**config.mk**
```make
export PLATFORM = sky130hd
export DESIGN_NAME = mcpl_lane
export DESIGN_NICKNAME = d
export VERILOG_FILES = /design/src/rtl/core/mcpl_pkg.sv /design/src/rtl/core/mcpl_lane.sv
export SDC_FILE = /design/constraint.sdc
export NUM_CORES = 2
export LEC_CHECK = 0
export ABC_AREA = 1
export BUFFER_PORTS_ARGS = -buffer_cell sky130_fd_sc_hd__buf_2
export CAP_MARGIN = 10
export CORE_AREA = 2 2 445 447
export CTS_CLUSTER_DIAMETER = 40
export DETAILED_ROUTE_END_ITERATION = 8
export DIE_AREA = 0 0 447 449
export PLACE_DENSITY = 0.64
export RECOVER_POWER = 50
export SYNTH_ARGS = -nofsm -noshare
export SYNTH_HDL_FRONTEND = slang
export SYNTH_SLANG_ARGS = --single-unit
```
**constraint.sdc**
```tcl
create_clock -name i_clk -period 7.55 [get_ports i_clk]
set_clock_uncertainty 0.05 [all_clocks]
set_input_delay 1.8875 -clock i_clk [delete_from_list [all_inputs] [get_ports i_clk]]
set_output_delay 1.8875 -clock i_clk [all_outputs]
set_load 0.005 [all_outputs]
```
**src/rtl/core/mcpl_pkg.sv**
```systemverilog
// ----------------------------------------------------------------------------
// mcpl_pkg: motor current power limiter package
// Widths, stage counts, register codes, reset values and shared types.
// ----------------------------------------------------------------------------
`default_nettype none

package mcpl_pkg;

    // lanes and field widths
    localparam int NLANE      = 4;
    localparam int CUR_W      = 16;
    localparam int MAG_W      = 16;
    localparam int SUM_W      = MAG_W + 2;
    localparam int NUM_W      = SUM_W;
    localparam int DEN_W      = SUM_W;
    localparam int PROD_W     = NUM_W + MAG_W;
    localparam int QUOT_W     = MAG_W;
    localparam int BUF_W      = 10;
    localparam int PWR_W      = 10;
    localparam int VOLT_W     = 6;
    localparam int SLOPE_W    = 10;
    localparam int CAP_W      = 16;
    localparam int SPROD_W    = BUF_W + SLOPE_W;
    localparam int FACT_W     = SPROD_W + 1;
    localparam int CFG_IDX_W  = 8;
    localparam int CFG_DATA_W = 16;

    // pipeline depth: front end, then multiply plus one stage per quotient bit
    localparam int FRONT_STAGES = 3;
    localparam int LANE_STAGES  = 1 + QUOT_W;
    localparam int PIPE_STAGES  = FRONT_STAGES + LANE_STAGES;

    // register reset values
    localparam logic [CAP_W-1:0]   OFFLINE_CAP_RST      = 16'd4000;
    localparam logic [CAP_W-1:0]   NORMAL_CAP_RST       = 16'd11000;
    localparam logic [BUF_W-1:0]   BUFFER_THRESHOLD_RST = 10'd20;
    localparam logic [PWR_W-1:0]   POWER_BASELINE_RST   = 10'd80;
    localparam logic [CAP_W-1:0]   FACTOR_BASE_RST      = 16'd2500;
    localparam logic [SLOPE_W-1:0] FACTOR_SLOPE_RST     = 10'd192;
    localparam logic [VOLT_W-1:0]  CAP_VOLTAGE_MIN_RST  = 6'd11;

    // register indexes
    typedef enum logic [CFG_IDX_W-1:0] {
        REG_OFFLINE_CAP      = 8'd0,
        REG_NORMAL_CAP       = 8'd1,
        REG_BUFFER_THRESHOLD = 8'd2,
        REG_POWER_BASELINE   = 8'd3,
        REG_FACTOR_BASE      = 8'd4,
        REG_FACTOR_SLOPE     = 8'd5,
        REG_CAP_VOLTAGE_MIN  = 8'd6
    } t_cfg_idx;

    // limiting mode reported with each result
    typedef enum logic [1:0] {
        MODE_NONE    = 2'd0,
        MODE_OFFLINE = 2'd1,
        MODE_BUFFER  = 2'd2,
        MODE_CAP     = 2'd3
    } t_mode;

    typedef logic signed [CUR_W-1:0] t_cur;
    typedef logic [MAG_W-1:0]        t_mag;

    typedef struct packed {
        logic [CAP_W-1:0]   offline_cap;
        logic [CAP_W-1:0]   normal_cap;
        logic [BUF_W-1:0]   buffer_threshold;
        logic [PWR_W-1:0]   power_baseline;
        logic [CAP_W-1:0]   factor_base;
        logic [SLOPE_W-1:0] factor_slope;
        logic [VOLT_W-1:0]  cap_voltage_min;
    } t_cfg;

    // scaling command shared by all lanes: out = in * num / den when scale
    typedef struct packed {
        logic             scale;
        logic [NUM_W-1:0] num;
        logic [DEN_W-1:0] den;
    } t_lane_cmd;

endpackage

`default_nettype wire

```
**src/rtl/core/mcpl_lane.sv**
```systemverilog
// ----------------------------------------------------------------------------
// mcpl_lane: one current lane
// Registered multiply, then a restoring divider, one quotient bit per stage.
// ----------------------------------------------------------------------------
`default_nettype none

module mcpl_lane
    import mcpl_pkg::*;
(
    input  wire logic                   i_clk,
    input  wire logic [LANE_STAGES-1:0] i_en,
    input  wire t_lane_cmd              i_cmd,
    input  wire t_cur                   i_cur,
    input  wire t_mag                   i_mag,
    output t_cur                        o_result
);

    // multiply stage
    logic [PROD_W-1:0] r_m_prod;
    logic [DEN_W-1:0]  r_m_den;
    logic              r_m_scale;
    t_cur              r_m_cur;

    // divider stages
    logic [PROD_W-1:0] r_rem   [QUOT_W];
    logic [QUOT_W-1:0] r_quot  [QUOT_W];
    logic [DEN_W-1:0]  r_den   [QUOT_W];
    logic              r_scale [QUOT_W];
    t_cur              r_cur   [QUOT_W];

    logic [QUOT_W-1:0] quot;

    // |I| * num, below den << QUOT_W whenever scaling applies
    always_ff @(posedge i_clk) begin
        if (i_en[0]) begin
            r_m_prod  <= PROD_W'(i_mag) * PROD_W'(i_cmd.num);
            r_m_den   <= i_cmd.den;
            r_m_scale <= i_cmd.scale;
            r_m_cur   <= i_cur;
        end
    end

    // quotient bits from the top down
    for (genvar j = 0; j < QUOT_W; j++) begin : g_div
        localparam int B = QUOT_W - 1 - j;
        logic [PROD_W-1:0] rem_in;
        logic [QUOT_W-1:0] quot_in;
        logic [DEN_W-1:0]  den_in;
        logic              scale_in;
        t_cur              cur_in;
        logic [PROD_W-1:0] trial;
        logic              fits;

        if (j == 0) begin : g_first
            assign rem_in   = r_m_prod;
            assign quot_in  = '0;
            assign den_in   = r_m_den;
            assign scale_in = r_m_scale;
            assign cur_in   = r_m_cur;
        end else begin : g_next
            assign rem_in   = r_rem[j-1];
            assign quot_in  = r_quot[j-1];
            assign den_in   = r_den[j-1];
            assign scale_in = r_scale[j-1];
            assign cur_in   = r_cur[j-1];
        end

        assign trial = PROD_W'(den_in) << B;
        assign fits  = rem_in >= trial;

        always_ff @(posedge i_clk) begin
            if (i_en[1+j]) begin
                r_rem[j]   <= fits ? rem_in - trial : rem_in;
                r_quot[j]  <= quot_in | (QUOT_W'(fits) << B);
                r_den[j]   <= den_in;
                r_scale[j] <= scale_in;
                r_cur[j]   <= cur_in;
            end
        end
    end

    // restore sign, or pass the command unchanged
    assign quot = r_quot[QUOT_W-1];
    always_comb begin
        if (!r_scale[QUOT_W-1]) begin
            o_result = r_cur[QUOT_W-1];
        end else if (r_cur[QUOT_W-1][CUR_W-1]) begin
            o_result = t_cur'(QUOT_W'(0) - quot);
        end else begin
            o_result = t_cur'(quot);
        end
    end

endmodule

`default_nettype wire

```
---- Word level (Yosys, flattened, before mapping) ----
Memory sizes are Yosys's and may differ from the RTL's.
Cells that the tools add are included.
word-level totals
  bits in registers ....................... 69
  memory bits (writable) .................. 1360
  input port bits ......................... 87
  output and inout port bits .............. 16
  logic and storage cells ................. 108
  memories ................................ 5
operators by class
  $add $sub $neg .......................... 17
  $mul .................................... 1
  $lt $le $gt $ge ......................... 16
  muxes and demuxes ....................... 50
  bitwise logic cells ..................... 15
memory list
  name     words  bits a word  read ports  clocked after memory_dff  wr ports  RTL line         RTL
  r_rem    16     34           15          0                         16        mcpl_lane.sv:25  logic [PROD_W-1:0] r_rem [QUOT_W];
  r_den    16     18           15          0                         16        mcpl_lane.sv:27  logic [DEN_W-1:0] r_den [QUOT_W];
  r_cur    16     16           16          0                         16        mcpl_lane.sv:29  t_cur r_cur [QUOT_W];
  r_quot   16     16           16          0                         16        mcpl_lane.sv:26  logic [QUOT_W-1:0] r_quot [QUOT_W];
  r_scale  16     1            16          0                         16        mcpl_lane.sv:28  logic r_scale [QUOT_W];
operator list
  kind                            count
  two-way mux 34 bit              16
  >= comparator 34 x 18 -> 1 bit  1
  >= comparator 34 x 19 -> 1 bit  1
  >= comparator 34 x 20 -> 1 bit  1
  >= comparator 34 x 21 -> 1 bit  1
  >= comparator 34 x 22 -> 1 bit  1
  >= comparator 34 x 23 -> 1 bit  1
  >= comparator 34 x 24 -> 1 bit  1
  >= comparator 34 x 25 -> 1 bit  1
  >= comparator 34 x 26 -> 1 bit  1
  >= comparator 34 x 27 -> 1 bit  1
  >= comparator 34 x 28 -> 1 bit  1
  >= comparator 34 x 29 -> 1 bit  1
  >= comparator 34 x 30 -> 1 bit  1
  >= comparator 34 x 31 -> 1 bit  1
  >= comparator 34 x 32 -> 1 bit  1
  >= comparator 34 x 33 -> 1 bit  1
  multiplier 16 x 18 -> 34 bit    1
  subtractor 34 x 18 -> 34 bit    1
  subtractor 34 x 19 -> 34 bit    1
  subtractor 34 x 20 -> 34 bit    1
  subtractor 34 x 21 -> 34 bit    1
  subtractor 34 x 22 -> 34 bit    1
  subtractor 34 x 23 -> 34 bit    1
  28 further kinds                60

---- Logic depth before layout (Yosys ltp) ----
An unclocked memory read counts as a cell.
  depth in word-level cells ............... 4
  depth in mapped cells ................... 27
  depth with buffers taken out ............ 25

---- Least setup slack after synthesis ----
Ideal clock, no wire load.
  path kind ............................... input to register
  start ................................... input port i_mag[15]
  end ..................................... register r_m_prod[31], in the netlist g_div[0].rem_in[31] (data pin)
  library setup time ...................... 252 ps
  data arrival time ....................... 6848 ps
  required time ........................... 7248 ps
  setup slack ............................. 399 ps
  stages .................................. 20
  buffers on the path ..................... 2
  cell sequence ........................... clkbuf_1 > clkbuf_1 > nand2_1 > fa_1 > fa_1 > inv_1 > fa_1 > fa_1 > fa_1 > inv_1 > fa_1 > inv_1 > ha_1 > nand2_1 > nor2_1 > inv_1 > nor4_1 > nand2_1 > nand3_1 > nand2_1
between the ends
  word-level cells in the longest chain between the ends .. 1
ends and longest elaborated chain
  element                       RTL line         RTL
  from (decl)                   mcpl_lane.sv:14  input wire t_mag i_mag,
  multiplier 16 x 18 -> 34 bit  mcpl_lane.sv:36  r_m_prod <= PROD_W'(i_mag) * PROD_W'(i_cmd.num);
  to (signal assigned)          mcpl_lane.sv:36
  to (decl)                     mcpl_lane.sv:19  logic [PROD_W-1:0] r_m_prod;
Every way passes these cells.
A chain may end at the register's enable or synchronous reset.

---- Final worst setup path ----
  start ................................... input port i_mag[3]
  end ..................................... register r_m_prod[30], in the netlist g_div[0].rem_in[30] (data pin)
Same word-level chain as after synthesis.

==> results_dict.tcl <==
set metrics [dict create \
    status "finished, violations left" \
    violations "capacitance limit, slew limit" \
    r2r_slack_ns 3.81 \
    slew_headroom -2.16 \
    ant_nets 0 \
    wl_microns 206000 \
    r2r_start "r_den[0][36]$_DFFE_PP_" \
    synthDistinctLibCells 48 \
    crit_required_ns 8.03 \
    synth_top_cell_by_area "edfxtp_1" \
    die_w_microns 447 \
    fin_nets 9889 \
    reg2reg_depth 11 \
    vias 57900 \
    drc_errors 0 \
    ys_ff_latch 1257 \
    fin_crit_sh 0.890 \
    rr_endpoint "r_rem[0][133]$_DFFE_PP_" \
    whs_path_depth 0 \
    cts-root-buf "clkbuf_16" \
    synth_top_area_share 0.484 \
    slew_viol_final 341 \
    yosysSeqAreaShare 0.484 \
    netlist_top_cells_area "edfxtp_1 48%, nand2_1 15%, inv_1 8.3%" \
    synth_nets 9693 \
    rsz0062_at_grt "false" \
    final_core_util 0.447 \
    end_kind "register" \
    drt_iter0_drc 4066 \
    ys.flop_type "edfxtp_1" \
    p_leak_nw 41.0 \
    cts_sinks 1257 \
    async_reset_ff_frac 0 \
    grt_pass1_vias 57800 \
    antenna_found_initial 4 \
    critPathMaxFanout 18 \
    coreArea_sq_mm 0.196 \
    rows 163 \
    yosysMostFrequentCell "nand2_1" \
    cts_tree "yes" \
    crit_path_start_kind "input pin" \
    grt_usage 0.207 \
    insertion_delay_ns 0.81 \
    final_hold_viol_count 0 \
    die_area_sq_mm 0.201 \
    io_pins 103 \
    synth-edff-count 1257 \
    cts_made_buffers 185 \
    post_cts_resized 0 \
    synth.avg_cell_area_sq_um 8.68 \
    finalSetupViolCount 0 \
    maxCapViolCount 7 \
    grt_pass1_wl_microns 323000 \
    grt_overflow 0 \
    grt_start_max_net_pins 85 \
    worstMarginPinSlew_ns 4.75 \
    drt_pass1_iterations 8 \
    htreeDepth 4 \
    syn_inst 8974 \
    fin_crit_ns 6.72 \
    arrival_ns 7.19 \
    synth_common_cells "3030 x nand2_1, 1713 x inv_1, 1257 x edfxtp_1" \
    place_congestion 0.929 \
    critical_path_class "input pin to register" \
    via_per_inst 4.84 \
    max-clock-path-buffers 3 \
    peakVddDrop_uv 445 \
    netlist_area_sq_mm 0.0779 \
    fmax_mhz 149 \
    start_util 0.397 \
    dpl.hpwl_microns 165000 \
    cts_hold_repair.buffers 0 \
    wl_per_cell_microns 17.2 \
    drive_gt1_frac 0.0617 \
    min_to "r_quot[5][10]$_DFFE_PP_" \
    io_buffers 102 \
    clk_pin_slew_ns 0.06 \
    min_path_type "register to register" \
    post_cts_buffers 0 \
    worstHoldStart "r_quot[4][26]$_DFFE_PP_" \
    die_y_microns 449 \
    yosysWarnings 0 \
    syn_to_final_growth_pct 12.6 \
    fin_setup_tns_ns 0 \
    pwr_density_cell_mw_per_mm2 420 \
]
-- cells by family (layout without fill, tap and decap cells) --
family                   count (synthesis)  after routing  synth area share
buffers and inverters                 1858           2212            0.0930
adder cells (fa/ha/maj)                632            632             0.124
flip-flops                            1257           1257             0.484
AND/OR/NAND/NOR                       4501           4501             0.238
AO/OA/AOI/OAI                          522            522            0.0374
XOR/XNOR                               204            204            0.0229
other                                    0              2                 0
-- through the flow --
step	setup slack (ns)	cell area [sq um]	cells	total power, W	hold WS, ns
after detailed placement	0.0216	81300	11600	0.0283	0.355
after global placement	0.0245	81300	11600	0.0282	0.350
after floorplan	0.399	77900	8974	0.0229	0.350
final	0.832	87700	12000	0.0368	0.333
after CTS	0.852	87800	12000	0.0371	0.336
after global routing	0.473	87700	12000	0.0400	0.338
-- layer usage --
metal,share of wire,vias to the layer above,GRT usage
li1,-,29000,-
met1,0.43,27300,0.262
met2,0.50,1286,0.365
met3,0.040,358,0.0261
met4,0.031,0,0.0646
met5,0,-,0
-- flip-flops by register name, summed over array words and instances (netlist names) --
| signal | flops |
|---|---|
| g_div.cur_in | 16 |
| g_div.den_in | 18 |
| g_div.rem_in | 34 |
| g_div.scale_in | 1 |
| r_cur | 256 |
| r_den | 270 |
| r_quot | 136 |
| r_rem | 510 |
| r_scale | 16 |
-- report_power, final --
part | internal [W] | switching, W
clock network | 0.00522 | 0.00348
registers | 0.00986 | 0.00108
logic | 0.00590 | 0.0113
-- critical path: stages --
cell and delay [ns]:
buf_2 0.38, nand2_1 0.14, fa_1 0.57, fa_1 0.43
fa_1 0.51, inv_1 0.05, fa_1 0.48, fa_1 0.55
inv_1 0.06, fa_1 0.53, inv_1 0.04, ha_1 0.34
a21oi_1 0.23, a21boi_0 0.45, nand2_1 0.22, nand3_1 0.13
nand2_1 0.06, nand2_1 0.05, nand2_1 0.05
-- cell usage in the layout (no fill, tap or decap), types with 55 or more instances in the layout --
cell type and instances:
nor2_1 623, fa_1 237, clkbuf_16 187, xnor2_1 57
o21ai_0 110, nand2_1 3030, buf_2 83, nand3b_1 55
a21oi_1 283, edfxtp_1 1257, inv_1 1713, nand3_1 449
xor2_1 147, ha_1 395, nand4_1 150, nor3_1 80
-- final cells by class --
class / count / area (sq um)
Antenna cell: 2 / 5.00
Clock buffer: 199 / 4720
Clock inverter: 146 / 1750
Fill cell: 19300 / 108000
Inverter: 1726 / 6480
Multi-Input combinational cell: 5859 / 32900
Sequential cell: 1257 / 37700
Tap cell: 2640 / 3300
Timing Repair Buffer: 141 / 792
-- how the worst max path moves through the flow --
| stage | start | endpoint | slack, ns | depth (start not counted) |
|---|---|---|---|---|
| final | i_mag[3] | g_div[0].rem_in[30]$_DFFE_PP_ | 0.83 | 19 |
| after global routing | i_mag[3] | g_div[0].rem_in[30]$_DFFE_PP_ | 0.47 | 19 |
| after CTS | i_mag[3] | g_div[0].rem_in[30]$_DFFE_PP_ | 0.85 | 19 |
| after detailed placement | i_mag[3] | g_div[0].rem_in[30]$_DFFE_PP_ | 0.02 | 19 |
| after global placement | i_mag[3] | g_div[0].rem_in[30]$_DFFE_PP_ | 0.02 | 19 |
| after floorplan | i_mag[15] | g_div[0].rem_in[31]$_DFFE_PP_ | 0.40 | 20 |
No activity file was read; power rests on OpenSTA's default activity.
