--- src/rtl/core/mcpl_pkg.sv ---
// ----------------------------------------------------------------------------
// mcpl_pkg: motor current power limiter package
// Widths, stage counts, register codes, reset values and shared types.
// ----------------------------------------------------------------------------
`default_nettype none

package mcpl_pkg;

    // lanes and field widths
    localparam int NLANE      = 4;
    localparam int CUR_W      = 16;
    localparam int MAG_W      = 16;
    localparam int SUM_W      = MAG_W + 2;
    localparam int NUM_W      = SUM_W;
    localparam int DEN_W      = SUM_W;
    localparam int PROD_W     = NUM_W + MAG_W;
    localparam int QUOT_W     = MAG_W;
    localparam int BUF_W      = 10;
    localparam int PWR_W      = 10;
    localparam int VOLT_W     = 6;
    localparam int SLOPE_W    = 10;
    localparam int CAP_W      = 16;
    localparam int SPROD_W    = BUF_W + SLOPE_W;
    localparam int FACT_W     = SPROD_W + 1;
    localparam int CFG_IDX_W  = 8;
    localparam int CFG_DATA_W = 16;

    // pipeline depth: front end, then multiply plus one stage per quotient bit
    localparam int FRONT_STAGES = 3;
    localparam int LANE_STAGES  = 1 + QUOT_W;
    localparam int PIPE_STAGES  = FRONT_STAGES + LANE_STAGES;

    // register reset values
    localparam logic [CAP_W-1:0]   OFFLINE_CAP_RST      = 16'd4000;
    localparam logic [CAP_W-1:0]   NORMAL_CAP_RST       = 16'd11000;
    localparam logic [BUF_W-1:0]   BUFFER_THRESHOLD_RST = 10'd20;
    localparam logic [PWR_W-1:0]   POWER_BASELINE_RST   = 10'd80;
    localparam logic [CAP_W-1:0]   FACTOR_BASE_RST      = 16'd2500;
    localparam logic [SLOPE_W-1:0] FACTOR_SLOPE_RST     = 10'd192;
    localparam logic [VOLT_W-1:0]  CAP_VOLTAGE_MIN_RST  = 6'd11;

    // register indexes
    typedef enum logic [CFG_IDX_W-1:0] {
        REG_OFFLINE_CAP      = 8'd0,
        REG_NORMAL_CAP       = 8'd1,
        REG_BUFFER_THRESHOLD = 8'd2,
        REG_POWER_BASELINE   = 8'd3,
        REG_FACTOR_BASE      = 8'd4,
        REG_FACTOR_SLOPE     = 8'd5,
        REG_CAP_VOLTAGE_MIN  = 8'd6
    } t_cfg_idx;

    // limiting mode reported with each result
    typedef enum logic [1:0] {
        MODE_NONE    = 2'd0,
        MODE_OFFLINE = 2'd1,
        MODE_BUFFER  = 2'd2,
        MODE_CAP     = 2'd3
    } t_mode;

    typedef logic signed [CUR_W-1:0] t_cur;
    typedef logic [MAG_W-1:0]        t_mag;

    typedef struct packed {
        logic [CAP_W-1:0]   offline_cap;
        logic [CAP_W-1:0]   normal_cap;
        logic [BUF_W-1:0]   buffer_threshold;
        logic [PWR_W-1:0]   power_baseline;
        logic [CAP_W-1:0]   factor_base;
        logic [SLOPE_W-1:0] factor_slope;
        logic [VOLT_W-1:0]  cap_voltage_min;
    } t_cfg;

    // scaling command shared by all lanes: out = in * num / den when scale
    typedef struct packed {
        logic             scale;
        logic [NUM_W-1:0] num;
        logic [DEN_W-1:0] den;
    } t_lane_cmd;

endpackage

`default_nettype wire

--- src/rtl/core/mcpl_front.sv ---
// ----------------------------------------------------------------------------
// mcpl_front: magnitude sum and mode selection
// Three stages: magnitudes, sum and mode decision, scale numerator/divisor.
// ----------------------------------------------------------------------------
`default_nettype none

module mcpl_front
    import mcpl_pkg::*;
(
    input  wire logic                    i_clk,
    input  wire logic [FRONT_STAGES-1:0] i_en,
    input  wire t_cfg                    i_cfg,
    input  wire t_cur                    i_cur [NLANE],
    input  wire logic                    i_offline,
    input  wire logic [BUF_W-1:0]        i_buffer,
    input  wire logic [PWR_W-1:0]        i_power,
    input  wire logic                    i_releasing,
    input  wire logic [VOLT_W-1:0]       i_volts,
    output t_lane_cmd                    o_cmd,
    output t_cur                         o_cur [NLANE],
    output t_mag                         o_mag [NLANE],
    output t_mode                        o_mode
);

    // stage 0 registers
    t_cur              r_s0_cur [NLANE];
    t_mag              r_s0_mag [NLANE];
    logic              r_s0_offline;
    logic [BUF_W-1:0]  r_s0_buffer;
    logic [PWR_W-1:0]  r_s0_power;
    logic              r_s0_releasing;
    logic [VOLT_W-1:0] r_s0_volts;

    // stage 1 registers
    t_cur               r_s1_cur [NLANE];
    t_mag               r_s1_mag [NLANE];
    logic [SUM_W-1:0]   r_s1_sum;
    logic [SPROD_W-1:0] r_s1_sprod;
    t_mode              r_s1_mode;

    // stage 2 registers
    t_cur      r_s2_cur [NLANE];
    t_mag      r_s2_mag [NLANE];
    t_lane_cmd r_s2_cmd;
    t_mode     r_s2_mode;

    // stage 1 logic
    logic [SUM_W-1:0]          n_sum;
    logic [PWR_W-1:0]          excess;
    logic signed [BUF_W+1:0]   margin;
    logic                      buffer_low;
    t_mode                     n_mode;
    logic [SPROD_W-1:0]        n_sprod;

    // stage 2 logic
    logic [FACT_W-1:0] factor;
    logic [NUM_W-1:0]  factor_lim;
    t_lane_cmd         n_cmd;

    // stage 0: capture the beat, take magnitudes (0x8000 reads as 32768)
    always_ff @(posedge i_clk) begin
        if (i_en[0]) begin
            for (int l = 0; l < NLANE; l++) begin
                r_s0_cur[l] <= i_cur[l];
                r_s0_mag[l] <= i_cur[l][CUR_W-1] ? t_mag'(-i_cur[l]) : t_mag'(i_cur[l]);
            end
            r_s0_offline   <= i_offline;
            r_s0_buffer    <= i_buffer;
            r_s0_power     <= i_power;
            r_s0_releasing <= i_releasing;
            r_s0_volts     <= i_volts;
        end
    end

    // stage 1: exact sum, buffer margin and mode priority
    always_comb begin
        n_sum = '0;
        for (int l = 0; l < NLANE; l++) begin
            n_sum = n_sum + SUM_W'(r_s0_mag[l]);
        end
        excess = (r_s0_power > i_cfg.power_baseline) ?
                 r_s0_power - i_cfg.power_baseline : '0;
        margin = $signed({2'b00, r_s0_buffer}) - $signed({2'b00, excess});
        buffer_low = margin < $signed({2'b00, i_cfg.buffer_threshold});
        if (r_s0_offline) begin
            n_mode = MODE_OFFLINE;
        end else if (buffer_low) begin
            n_mode = MODE_BUFFER;
        end else if (!r_s0_releasing || (r_s0_volts < i_cfg.cap_voltage_min)) begin
            n_mode = MODE_CAP;
        end else begin
            n_mode = MODE_NONE;
        end
        n_sprod = SPROD_W'(r_s0_buffer) * SPROD_W'(i_cfg.factor_slope);
    end

    always_ff @(posedge i_clk) begin
        if (i_en[1]) begin
            r_s1_cur   <= r_s0_cur;
            r_s1_mag   <= r_s0_mag;
            r_s1_sum   <= n_sum;
            r_s1_sprod <= n_sprod;
            r_s1_mode  <= n_mode;
        end
    end

    // stage 2: numerator, divisor and whether scaling applies
    always_comb begin
        factor     = FACT_W'(i_cfg.factor_base) + FACT_W'(r_s1_sprod);
        factor_lim = (factor > FACT_W'(r_s1_sum)) ? r_s1_sum : factor[NUM_W-1:0];
        n_cmd.den  = r_s1_sum;
        case (r_s1_mode)
            MODE_OFFLINE: begin
                n_cmd.scale = r_s1_sum > SUM_W'(i_cfg.offline_cap);
                n_cmd.num   = NUM_W'(i_cfg.offline_cap);
                n_cmd.den   = r_s1_sum + DEN_W'(1);
            end
            MODE_BUFFER: begin
                // zero sum means all currents are zero, pass them through
                n_cmd.scale = r_s1_sum != '0;
                n_cmd.num   = factor_lim;
            end
            MODE_CAP: begin
                n_cmd.scale = r_s1_sum > SUM_W'(i_cfg.normal_cap);
                n_cmd.num   = NUM_W'(i_cfg.normal_cap);
            end
            default: begin
                n_cmd.scale = 1'b0;
                n_cmd.num   = '0;
            end
        endcase
    end

    always_ff @(posedge i_clk) begin
        if (i_en[2]) begin
            r_s2_cur  <= r_s1_cur;
            r_s2_mag  <= r_s1_mag;
            r_s2_cmd  <= n_cmd;
            r_s2_mode <= r_s1_mode;
        end
    end

    assign o_cmd  = r_s2_cmd;
    assign o_cur  = r_s2_cur;
    assign o_mag  = r_s2_mag;
    assign o_mode = r_s2_mode;

endmodule

`default_nettype wire

--- config.mk ---
export PLATFORM = sky130hd
export DESIGN_NAME = mcpl_front
export DESIGN_NICKNAME = d
export VERILOG_FILES = /design/src/rtl/core/mcpl_pkg.sv /design/src/rtl/core/mcpl_front.sv
export SDC_FILE = /design/constraint.sdc
export NUM_CORES = 1
export LEC_CHECK = 0
export BUFFER_PORTS_ARGS = -buffer_cell sky130_fd_sc_hd__clkbuf_2
export CORE_UTILIZATION = 63
export CTS_BUF_LIST = sky130_fd_sc_hd__clkbuf_8
export CTS_CLUSTER_DIAMETER = 30
export CTS_CLUSTER_SIZE = 16
export DETAILED_ROUTE_END_ITERATION = 10
export GPL_TIMING_DRIVEN = 0
export PLACE_DENSITY = 0.87
export RECOVER_POWER = 25
export SETUP_SLACK_MARGIN = 0.3
export SYNTH_ARGS = -nofsm -noshare
export SYNTH_HDL_FRONTEND = slang
export SYNTH_SLANG_ARGS = --single-unit
--- constraint.sdc ---
create_clock -name i_clk -period 17.4 [get_ports i_clk]
set_input_delay 5.22 -clock i_clk [delete_from_list [all_inputs] [get_ports i_clk]]
set_output_delay 5.22 -clock i_clk [all_outputs]
set_load 0.02 [all_outputs]
; Yosys cells after proc, flatten, opt, wreduce, memory -nomap -nowiden
; Index checks and enable logic that the tools add are counted.
[op_classes]
n_mux = 10
addsub = 11
order_cmp = 6
mul = 1
eq_ne = 3
reduce_logical = 3
[ops]
columns = operator, count
row1 = $neg 16->16, 4
row2 = $mux 15, 4
row3 = $pmux 19 s3, 1
row4 = $gt 18x16->1, 2
row5 = $mux 18, 2
row6 = $add 16x20->21, 1
row7 = $gt 21x18->1, 1
row8 = $mul 10x10->20, 1
row9 = $add 17x16->18, 1
row10 = $add 18x1->18 const B, 1
row11 = $add 18x16->18, 1
row12 = $reduce_bool 18->1, 1
row13 = $add 16x16->17, 1
row14 = $lt 11x11->1, 1
row15 = $sub 10x10->11, 1
row16 = $gt 10x10->1, 1
row17 = $mux 10, 1
row18 = $sub 10x10->10, 1
row19 = $lt 6x6->1, 1
row20 = $eq 2x2->1 const B, 2
row21 = $mux 2, 2
row22 = $eq 2x1->1 const B, 1
row23 = $logic_not 1->1, 1
row24 = $logic_or 1x1->1, 1
[totals]
word_cells = 74
out_inout_bits = 167
input_bits = 180
regBits = 491

; Longest topological paths before layout
[depth]
word_depth = 5
mapped_depth = 30
depth_no_buf = 30

; Least setup slack after synthesis
; No wires, ideal clock.
[synth_timing]
path_kind = input port to flip-flop
from = in i_cfg[32] (netlist bit)
to = reg r_s1_mode[0] (data pin)
stages = 27
required_time_ps = 17141
arrival_time_ps = 9869
path_buffers = 0
slack_ps = 7272
setup_time_ps = 259
cell_sequence = ha_1 inv_1 fa_1 a21o_1 a21oi_1 o21bai_1 a21oi_1 nor2b_1 o21a_1 o21ai_0 a21oi_1 nand2_1 ha_1 nor2b_1 o21ai_0 a21boi_0 o21a_1 o21a_1 o21ai_0 a21boi_0 or4b_2 o2111ai_1 ha_1 a21o_1 a31o_2 nand2_1 o21bai_1
[synth_via]
elab_chain_len = 5
word_cells_on_any_way = 6
classes_between = 2 x add/sub / 2 x order compare / 2 x mux
[synth_lines]
columns = element, line
row1 = from (decl), mcpl_front.sv:12  ; input wire t_cfg i_cfg,
row2 = $sub 10x10->10 or $gt 10x10->1 (tied branches), "mcpl_front.sv:82, mcpl_front.sv:81"
row3 = $mux 10 *, mcpl_front.sv:81  ; excess = (r_s0_power > i_cfg.power_baseline) ?
row4 = $sub 10x10->11 *, mcpl_front.sv:83  ; margin = $signed({2'b00, r_s0_buffer}) - $signed({2'b00, excess});
row5 = $lt 11x11->1 *, mcpl_front.sv:84  ; buffer_low = margin < $signed({2'b00, i_cfg.buffer_threshold});
row6 = $mux 2 *, mcpl_front.sv:87  ; end else if (buffer_low) begin
row7 = to (signal assigned), mcpl_front.sv:103  ; r_s1_mode <= n_mode;
row8 = to (decl), mcpl_front.sv:39  ; t_mode r_s1_mode;
; Mark *: on every way between the ends. The rest lies on a longest branch, timed or not.
; A chain may end at the register's enable or synchronous reset.

; Worst setup path in the final report
[layout_timing]
from = in i_cfg[9] (netlist bit)
to = reg r_s1_sprod[19] (data pin)
[layout_via]
elab_chain_len = 1
[layout_lines]
columns = element, line
row1 = $mul 10x10->20, mcpl_front.sv:94  ; n_sprod = SPROD_W'(r_s0_buffer) * SPROD_W'(i_cfg.factor_slope);
row2 = net n_sprod[19], mcpl_front.sv:53  ; logic [SPROD_W-1:0] n_sprod;
row3 = to (signal assigned), mcpl_front.sv:102  ; r_s1_sprod <= n_sprod;
row4 = to (decl), mcpl_front.sv:38  ; logic [SPROD_W-1:0] r_s1_sprod;
; The timed path passes the listed nets, and every way through them passes these cells.

==> results.json <==
{
  "async_flop_share": 0,
  "drt_iter0_drc": 1080,
  "syn_area_mm2": 0.0243,
  "finClkSkew_ps": 36.4,
  "cap_violations": 0,
  "track_usage": 0.306,
  "overflow": 0,
  "pwr-share-seq": 0.371,
  "path_buf_inv": 4,
  "report.final.slew_viol_count": 0,
  "clk_pin_slew_worst_paths_ps": 80,
  "worst_path_dominant_cell_family": "adder cells",
  "synth_edf_count": 479,
  "post_cts_resized": 0,
  "start_util": 0.642,
  "nets": 2665,
  "cts_buffer_depth": 3,
  "routed_wire_length_per_instance_um": 21.1,
  "share_comb_of_total_power": 0.359,
  "grt_pass1_vias": 15907,
  "cts_setup_buffers": 0,
  "finalCritPeriodShare": 0.586,
  "hold_buffers": 0,
  "fin_ws_ps": 7200,
  "clock-sinks": 479,
  "pin_count": 347,
  "reg2reg_depth": 19,
  "rsz0062_at_grt": "no",
  "ctsHtreeMaxLevel": 3,
  "cts_buffers": 87,
  "antennaDiodeCount": 0,
  "drc_errors": 0,
  "dieArea_mm2": 0.0394,
  "p_sw_mw": 1.53,
  "fin_setup_tns_ps": 0,
  "route.met2.wl_um": 28200,
  "internal-power_mw": 2.79,
  "gp_congestion": 0.943,
  "io_buffers": 340,
  "tightest_slew_ps": 827,
  "p_sw_frac": 0.353,
  "final_cell_mix": "479 x edfxtp_1, 337 x clkbuf_2, 189 x inv_1",
  "holdPathStages": 0,
  "finalSetupViolations": 0,
  "whs_ps": 401,
  "critPathLaunchType": "primary input",
  "dp_slack_ps": 6600,
  "die_w_um": 198,
  "die_y_um": 198,
  "p_leak_nw": 12.1,
  "synth-main-ff-cell": "edfxtp_1",
  "slew_headroom": 0.442,
  "final_common_cell": "edfxtp_1",
  "hold_path_class": "register to register",
  "synth.avg_cell_area_um2": 13.7,
  "max_freq_ghz": 0.0980,
  "critPathRequiredTime_ps": 17790,
  "wl_met1_um": 23500,
  "dp_hpwl_um": 44000,
  "timing.final.hold_violations": 0,
  "cts_tree": "built",
  "grt_pass1_wl_um": 88700,
  "synth_warnings": 0,
  "ant_nets": 0,
  "synthCells": 1777,
  "yosysSeqAreaShare": 0.592,
  "p_per_area_mw_per_mm2": 150,
  "critPathArrivalTime_ps": 10590,
  "num_rows": 71,
  "end_kind": "register",
  "dr.pass1.iters": 8,
  "cp.depth": 19,
  "crit_slowest_cell": "o311ai_0",
  "layout_min_cycle_time_ps": 10200,
  "vias": 15868,
  "max_stage_delay_ps": 750,
  "core-area_mm2": 0.0378,
  "p_clk_frac": 0.270,
  "synth_nets": 2233,
  "met3_length_um": 5130,
  "wl_um": 59000,
  "critPathMaxFanout": 10,
  "highest_layer": "met5",
  "clk_latency_ps": 650,
  "area_growth_syn_to_layout_pct": 18.1,
  "ys_ff_latch": 479,
  "ir_drop_mv": 0.112,
  "post-route-util": 0.758,
  "avgViaCountPerCell": 5.68,
  "cp_common_cell": "fa_1",
  "outcome": "finished clean",
  "ys_types": 60,
  "cts_root_buf": "clkbuf_8",
  "antenna_found_initial": 1,
  "n_fill_cell": 2325,
  "drive_gt1_frac": 0.220,
  "path_class": "primary input to register",
  "path_cells": "clkbuf_1 > nand2_1 > fa_1 > inv_1 > fa_1 > ha_1 > inv_1 > fa_1 > inv_1 > fa_1 > ha_1 > o21ai_0 > nand2b_1 > o31ai_1 > o311ai_0 > o21ai_0 > o2111ai_1 > a21oi_1 > xnor2_1",
  "grt_max_degree": 114
}
-- final timing paths --
kind	start	end	slack [ps]
setup / recovery	i_cfg[9]	r_s1_sprod[19]$_DFFE_PP_	7200
hold / removal	r_s0_cur[25]$_DFFE_PP_	r_s1_cur[25]$_DFFE_PP_	400
setup reg to reg	r_s0_buffer[4]$_DFFE_PP_	r_s1_sprod[19]$_DFFE_PP_	11310
hold reg to reg	r_s0_cur[25]$_DFFE_PP_	r_s1_cur[25]$_DFFE_PP_	400
-- registers in the layout, summed over array words and instances (netlist names) --
register,count
o_mode,2
r_s0_releasing,1
o_cmd,37
o_cur,64
r_s1_mag,60
o_mag,60
r_s0_offline,1
r_s0_volts,6
r_s0_buffer,10
r_s1_cur,64
r_s0_cur,64
r_s1_sum,18
r_s1_mode,2
r_s0_mag,60
r_s0_power,10
r_s1_sprod,20
-- per-layer routing --
| metal | up-vias | track usage |
|---|---|---|
| met5 | - | 0 |
| met4 | 2 | 0.129 |
| met3 | 148 | 0.0722 |
| met2 | 778 | 0.497 |
| met1 | 7687 | 0.396 |
| li1 | 7253 | - |
-- power groups by stage --
stage | Clock, mW | Sequential [mW] | Combinational [mW]
2_1_floorplan | 0 | 1.62 | 1.07
3_3_place_gp | 0 | 1.62 | 1.45
3_5_place_dp | 0 | 1.62 | 1.51
4_1_cts | 1.18 | 1.60 | 1.54
5_1_grt | 1.23 | 1.61 | 1.73
6_report | 1.17 | 1.60 | 1.55
-- cell families (layout without fill, tap and decap cells) --
logic type,after synthesis,after routing,synth area share
DFF,479,479,0.592
muxes,20,20,0.00829
xor gates and xnor gates,123,123,0.0443
AOI/OAI and AO/OA,255,255,0.0657
and+or+nand+nor,410,410,0.0831
buffers and inverters,214,719,0.0347
adders and majority gates,276,276,0.172
-- layout make-up --
cell class                      instances  area [um2]  area share
Sequential cell                       479       14400       0.501
Multi-Input combinational cell       1084        9070       0.316
Tap cell                              511         639      0.0223
Buffer                                 37         178     0.00619
Clock buffer                           88        1210      0.0422
Inverter                              177         664      0.0232
Clock inverter                         74         731      0.0255
Timing Repair Buffer                  343        1810      0.0631
-- cells in the mapped netlist, types with 3 or more instances --
library cell  number  area share
edfxtp_1         479        0.59
ha_1             179       0.092
inv_1            177       0.027
nand2_1          168       0.026
xnor2_1          102       0.037
fa_1              97       0.080
o21ai_0           69       0.014
a21oi_1           57       0.012
and2_1            51       0.013
nor2_1            43      0.0066
clkbuf_1          29      0.0045
a21o_1            27      0.0083
nand3_1           23      0.0047
or3_1             23      0.0059
xor2_1            21      0.0076
nor3_1            20      0.0041
mux2i_1           19      0.0078
nand2b_1          18      0.0046
nor2b_1           18      0.0046
o31ai_1           17      0.0053
o21ai_1           16      0.0033
nand4_1           15      0.0039
o21a_1            15      0.0046
o21bai_1           9      0.0028
a211oi_1           8      0.0025
nor4_1             6      0.0015
a21boi_0           5      0.0015
a31oi_1            5      0.0013
and3_1             5      0.0013
nor4b_1            5      0.0018
buf_4              4      0.0012
o2111ai_1          4      0.0014
o311ai_0           4      0.0014
or2_2              4      0.0010
nand3b_1           3     0.00093
o211ai_1           3     0.00093
-- stage by stage --
step	instance area, um2	power, mW	cells
after floorplan	24300	2.69	1777
after global routing	28700	4.57	2793
after detailed placement	26800	3.14	2631
final	28700	4.32	2793
after global placement	26600	3.07	2628
after CTS	28700	4.32	2793
Note: power is estimated with default switching activity, not from simulation.
